[src/rtl/rih_pkg.sv]
`timescale 1ns / 1ps
package rih_pkg;
	localparam int BUCKETS_DEF = 1024;
	localparam int ENTRIES_DEF = 512;
	localparam int KEY_BYTES = 8;
	localparam logic [31:0] FNV_BASIS = 32'h811c9dc5;
	localparam logic [31:0] FNV_PRIME = 32'h01000193;
	localparam logic [31:0] RC_MAX = 32'hffffffff;

	localparam logic [2:0] OP_INTERN  = 3'd0;
	localparam logic [2:0] OP_FIND    = 3'd1;
	localparam logic [2:0] OP_ADDREF  = 3'd2;
	localparam logic [2:0] OP_RELEASE = 3'd3;
	localparam logic [2:0] OP_GET     = 3'd4;

	localparam logic [2:0] ST_CREATED  = 3'd0;
	localparam logic [2:0] ST_DONE     = 3'd1;
	localparam logic [2:0] ST_NOTFOUND = 3'd2;
	localparam logic [2:0] ST_FULL     = 3'd3;
	localparam logic [2:0] ST_BADID    = 3'd4;

	// datapath commands
	typedef struct packed {
		logic clr;         // zero one bucket of the table after reset
		logic load;        // capture request, start hash
		logic hash_step;   // fold one key byte
		logic bkt_rd;      // read bucket at probe pointer
		logic ent_rd;      // read entry at id from bucket (or target)
		logic ent_rd_tgt;  // entry read uses target id
		logic probe_adv;   // advance probe pointer
		logic alloc;       // allocate new entry into probe bucket
		logic rc_write;    // write refcount (inc or dec per op)
		logic free_entry;  // clear live, push id, clear bucket at probe pointer
		logic gap_set;     // gap = probe pointer
		logic shift_move;  // move bucket entry into gap, clear probe bucket
		logic res_set;     // latch result
	} rih_cmd_t;

	typedef struct packed {
		logic clr_done;
		logic hash_done;
		logic bkt_empty;
		logic bkt_hit_id;   // bucket holds target id
		logic key_match;
		logic wrapped;      // probed all buckets
		logic id_ok;
		logic can_alloc;
		logic rc_le1;
		logic must_move;
		logic [2:0] op;
	} rih_sts_t;
endpackage

[src/rtl/rih_ctrl.sv]
`timescale 1ns / 1ps
module rih_ctrl import rih_pkg::*; (
	input  logic     clk,
	input  logic     arst_n,
	input  logic     in_valid,
	output logic     in_ready,
	output logic     out_valid,
	input  logic     out_ready,
	input  rih_sts_t sts,
	output rih_cmd_t cmd
);
	localparam logic [3:0] S_IDLE  = 4'd0;
	localparam logic [3:0] S_HASH  = 4'd1;
	localparam logic [3:0] S_BRD   = 4'd2;
	localparam logic [3:0] S_ERD   = 4'd3;
	localparam logic [3:0] S_CHK   = 4'd4;
	localparam logic [3:0] S_TRD   = 4'd5;
	localparam logic [3:0] S_TCHK  = 4'd6;
	localparam logic [3:0] S_UBRD  = 4'd7;
	localparam logic [3:0] S_UCHK  = 4'd8;
	localparam logic [3:0] S_SBRD  = 4'd9;
	localparam logic [3:0] S_SERD  = 4'd10;
	localparam logic [3:0] S_SCHK  = 4'd11;
	localparam logic [3:0] S_OUT   = 4'd12;
	localparam logic [3:0] S_FIN   = 4'd13;
	localparam logic [3:0] S_CLR   = 4'd14;

	logic [3:0] state_q, state_d;
	logic       ok_q;

	assign in_ready  = (state_q == S_IDLE);
	assign out_valid = (state_q == S_OUT);

	always_comb begin
		cmd = '0;
		state_d = state_q;
		unique case (state_q)
			// zero the bucket table once after reset
			S_CLR: begin
				if (sts.clr_done) state_d = S_IDLE;
				else cmd.clr = 1'b1;
			end
			S_IDLE: if (in_valid) begin
				cmd.load = 1'b1;
				state_d = S_HASH;
			end
			S_HASH: begin
				if (sts.op == OP_INTERN || sts.op == OP_FIND) begin
					if (sts.hash_done) state_d = S_BRD;
					else cmd.hash_step = 1'b1;
				end else begin
					state_d = S_TRD;
				end
			end
			S_BRD: begin
				cmd.bkt_rd = 1'b1;
				state_d = S_ERD;
			end
			S_ERD: begin
				cmd.ent_rd = 1'b1;
				state_d = S_CHK;
			end
			S_CHK: begin
				// empty bucket, match, or table exhausted ends the probe
				if (sts.wrapped) begin
					cmd.res_set = 1'b1;
					state_d = S_OUT;
				end else if (sts.bkt_empty) begin
					cmd.res_set = 1'b1;
					if (sts.op == OP_INTERN && sts.can_alloc) cmd.alloc = 1'b1;
					state_d = S_OUT;
				end else if (sts.key_match) begin
					cmd.res_set = 1'b1;
					if (sts.op == OP_INTERN) cmd.rc_write = 1'b1;
					state_d = S_OUT;
				end else begin
					cmd.probe_adv = 1'b1;
					state_d = S_BRD;
				end
			end
			S_TRD: begin
				cmd.ent_rd = 1'b1;
				cmd.ent_rd_tgt = sts.id_ok;
				state_d = S_TCHK;
			end
			S_TCHK: begin
				cmd.res_set = 1'b1;
				state_d = S_OUT;
				if (ok_q && (sts.op == OP_ADDREF ||
						(sts.op == OP_RELEASE && !sts.rc_le1))) begin
					cmd.rc_write = 1'b1;
				end else if (ok_q && sts.op == OP_RELEASE) begin
					cmd.res_set = 1'b0;
					state_d = S_UBRD;
				end
			end
			// locate the released id along its probe run
			S_UBRD: begin
				cmd.bkt_rd = 1'b1;
				state_d = S_UCHK;
			end
			S_UCHK: begin
				if (sts.bkt_empty || sts.wrapped) begin
					state_d = S_FIN;
				end else if (sts.bkt_hit_id) begin
					cmd.free_entry = 1'b1;
					cmd.gap_set = 1'b1;
					cmd.probe_adv = 1'b1;
					state_d = S_SBRD;
				end else begin
					cmd.probe_adv = 1'b1;
					state_d = S_UBRD;
				end
			end
			// backward shift of the cluster after the gap
			S_SBRD: begin
				cmd.bkt_rd = 1'b1;
				state_d = S_SERD;
			end
			S_SERD: begin
				cmd.ent_rd = 1'b1;
				state_d = S_SCHK;
			end
			S_SCHK: begin
				if (sts.bkt_empty || sts.wrapped) begin
					state_d = S_FIN;
				end else begin
					if (sts.must_move) cmd.shift_move = 1'b1;
					cmd.probe_adv = 1'b1;
					state_d = S_SBRD;
				end
			end
			S_FIN: begin
				cmd.res_set = 1'b1;
				state_d = S_OUT;
			end
			S_OUT: if (out_ready) state_d = S_IDLE;
			default: state_d = S_IDLE;
		endcase
	end

	always_ff @(posedge clk or negedge arst_n) begin
		if (!arst_n) begin
			state_q <= S_CLR;
			ok_q    <= 1'b0;
		end else begin
			state_q <= state_d;
			if (state_q == S_TRD) ok_q <= sts.id_ok;
		end
	end
endmodule

[config.mk]
export PLATFORM = sky130hd
export DESIGN_NAME = rih_ctrl
export DESIGN_NICKNAME = d
export VERILOG_FILES = /design/src/rtl/rih_pkg.sv /design/src/rtl/rih_ctrl.sv
export SDC_FILE = /design/constraint.sdc
export NUM_CORES = 1
export LEC_CHECK = 0
export ABC_AREA = 1
export BUFFER_PORTS_ARGS = -buffer_cell sky130_fd_sc_hd__buf_4
export CAP_MARGIN = 10
export CELL_PAD_IN_SITES_DETAIL_PLACEMENT = 0
export CELL_PAD_IN_SITES_GLOBAL_PLACEMENT = 1
export CORE_ASPECT_RATIO = 0.6
export CORE_MARGIN = 3
export CORE_UTILIZATION = 30
export CTS_CLUSTER_DIAMETER = 40
export DETAILED_ROUTE_END_ITERATION = 8
export GPL_TIMING_DRIVEN = 0
export HOLD_SLACK_MARGIN = 0.03
export PLACE_DENSITY = 0.91
export REMOVE_ABC_BUFFERS = 1
export SLEW_MARGIN = 20
export SYNTH_ARGS = -nofsm -noshare
export SYNTH_HDL_FRONTEND = slang
export SYNTH_SLANG_ARGS = --single-unit
[constraint.sdc]
create_clock -name clk -period 2.1 [get_ports clk]
set_input_delay 0.105 -clock clk [delete_from_list [all_inputs] [get_ports clk]]
set_output_delay 0.105 -clock clk [all_outputs]
set_load 0.02 [all_outputs]
==> qor.yml <==
slew_viol_final: 0
finalSetupViolCount: 0
avgViaCountPerCell: 4.58
leakage_nw: 0.561
synth-seq-area-share_pct: 19.7
finalSetupTns_ps: 0
path_delay_family: "flip-flops"
synth_seq_cells: 5
largest_net_degree_at_the_start_of_global_routing: 6
global_route.usage.total_pct: 15.3
worstPathBufferInverterCount: 3
worst_skew_pair.late_latency_ps: 230
htree_num_levels: 1
layout.cells.most_common_list: "nand2_1 (31), buf_4 (31), nor2_1 (24), inv_1 (19), nand3_1 (11)"
min_delay_worst_endpoint: "state_q[0]"
whs_path_depth: 4
global_route.overflow_total: 0
post-cts-setup-buffers: 0
cp.required_ps: 2000
synth_simple_gate_area_share_pct: 59.4
post_synthesis_mean_instance_area_um2: 5.44
ff2ff_setup_slack_ps: 670
total_power_mw: 1.10
wl_met3_um: 148
period_share_pct: 78.8
post-dp-hpwl_mm: 1.74
hold_viol: 0
drc_errors: 0
ctsLongestPathBuffers: 2
max-vdd-ir-drop_mv: 0.599
ant_nets: 0
design.die.area_um2: 2790
cts-root-buf: "clkbuf_4"
hold_path.startpoint: "sts[11]"
max_freq_mhz: 604
routed_length_on_met2_um: 817
gp_congestion: 0.870
std_cell_rows: 12
worst_setup_path_end_kind: "output port"
die_height_um: 42.1
cts_tree: "yes"
clock_sinks: 5
worst_setup_slack_post_dpl_ps: 705
drt_iter0_markers: 58
routed_wl_mm: 1.97
synth_compound_gate_area_share_pct: 5.36
crit_path_start_kind: "flip-flop"
post-route-worst-setup-slack_ps: 445
mappedNetlistArea_um2: 653
routed-via-count: 838
hold_path_class: "input pin to flip-flop"
cells_on_worst_reg2reg_path: 9
yosys.area_share.adder_pct: 0
timing.final.crit_period_ps: 1650
worstPathCellList: "nor2_2 -> inv_2 -> nor2_4 -> o21ai_2 -> nand2_1 -> nor2_1 -> inv_1 -> buf_4"
io_pins: 32
fin_worst_skew_ps: 2.02
ys.warnings.count: 0
n_antenna_cell: 0
design.final.nets: 173
cp_max_fo: 5
timing.critical_path.slowest_stage_cell: "dfstp_2"
status: "complete, no violations"
firstDrtPassIters: 4
final_routed_wire_length_divided_by_cell_count_um: 10.7
antenna_found_initial: 0
area_growth_syn_to_layout_pct: 45.4
timing.critical_path.arrival_ps: 1550
power_per_cell_area_nw_per_um2: 1160
worst-slew-pin-transition_ps: 295
global_route_wire_length_before_repair_mm: 3.32
core_region_area_um2: 1950
clkTransAtPathRegs_ps: 40
grt_setup_unrepaired: "no"
finalHoldWorstSlack_ps: 131
cap_violations: 0
floorplan.initialDensity_pct: 33.5
fp.dieW_um: 66.2
cts_buffers: 3
synthMuxAreaShare_pct: 0
wl_met1_um: 992
timing.rr.start: "state_q[2]"
synth-xor-area-share_pct: 0
critical_path_class: "flip-flop to output port"
critPathMaxStageDelay_ps: 590
port_buffers: 31
first_global_vias: 748
ff_to_ff_end: "state_q[1]"
dominant_combinational_cell_family_by_area_after_synthesis: "simple AND/OR/NAND/NOR gates"
timing.max_slew.rel_slack_pct: 80.3
syn-instance-count: 120
fraction_of_final_layout_cells_sized_beyond_drive_strength_1_pct: 34.8
maxUsedRoutingLayer: "met4"
synthDistinctLibCells: 21
## repair_timing
item / in CTS / in global routing
setup endpoints to repair: 0 / 0
gates resized for setup: 0 / 0
endpoints found under the hold margin: 5 / 0
hold buffers: 1 / 0
## metrics by stage
step / util, % / std cells / area [um2]
floorplan: - / 119 / 646
global placement: 46.8 / 178 / 913
detailed placement: 46.8 / 178 / 913
CTS: 48.7 / 183 / 950
global route: 48.7 / 183 / 950
finish: 48.7 / 183 / 950
## registers in the layout (all words and copies together) (netlist names)
signal	cells
state_q	4
ok_q	1
## layer usage
metal  global-route usage (%)  vias up
met1                     23.4      372
met3                     2.14        2
met4                     6.07        0
li1                         -      435
met2                     20.9       29
met5                        0        -
## power breakdown
group / switching, mW / leakage [nW] / internal, mW / total (mW)
clock: 0.0341 / 0.0150 / 0.0715 / 0.106
sequential: 0.0643 / 0.0560 / 0.169 / 0.233
combinational: 0.486 / 0.490 / 0.278 / 0.765
total: 0.585 / 0.561 / 0.518 / 1.10
## area by class of cell
class / count / area, um2
inverter: 25 / 93.8
fill: 224 / 1000
sequential: 5 / 129
multi-input combinational: 89 / 423
tap: 28 / 35.0
clock buffer: 4 / 26.3
timing repair buffer: 32 / 243
## synthesized netlist by cell type
cell | number | area, um2
nor2_2 | 4 | 25.0
nand3_2 | 1 | 10.0
buf_4 | 1 | 7.51
nor3b_1 | 1 | 7.51
o21ai_2 | 1 | 8.76
o21ai_1 | 3 | 15.0
o22ai_1 | 1 | 6.26
dfstp_2 | 3 | 78.8
nand3_1 | 11 | 55.1
a21oi_1 | 1 | 5.00
nor3_1 | 2 | 10.0
nand2_1 | 31 | 116
nor3_2 | 1 | 10.0
nand3b_1 | 3 | 22.5
inv_2 | 5 | 18.8
inv_1 | 19 | 71.3
dfrtp_1 | 2 | 50.1
nor2_1 | 24 | 90.1
nand2_2 | 3 | 18.8
nor2_4 | 2 | 22.5
clkinv_1 | 1 | 3.75
## cells by family after synthesis
family          Yosys count
flops                     5
compound gates            6
simple gates             83
buf+inv                  26
## how the worst max path moves through the flow
stage | start | end | slack (ps) | depth (start not counted)
3_3_place_gp | state_q[1] | cmd[0] | 690 | 8
2_1_floorplan | state_q[3] | cmd[2] | 380 | 4
3_5_place_dp | state_q[1] | cmd[0] | 700 | 8
4_1_cts | state_q[1] | cmd[0] | 440 | 8
6_report | state_q[1] | cmd[0] | 450 | 8
5_1_grt | state_q[1] | cmd[0] | 310 | 8
## worst reg2reg max path, stage by stage, from the launching register on
cell and delay, ps:
dfstp_2 580, inv_2 50, nand2_1 90, inv_1 90, nand2_1 120, nand3_1 90
nor2_1 150, nand2_1 70, nand2_1 50, nand2_1 50
Note: power is estimated with default switching activity, not from simulation.
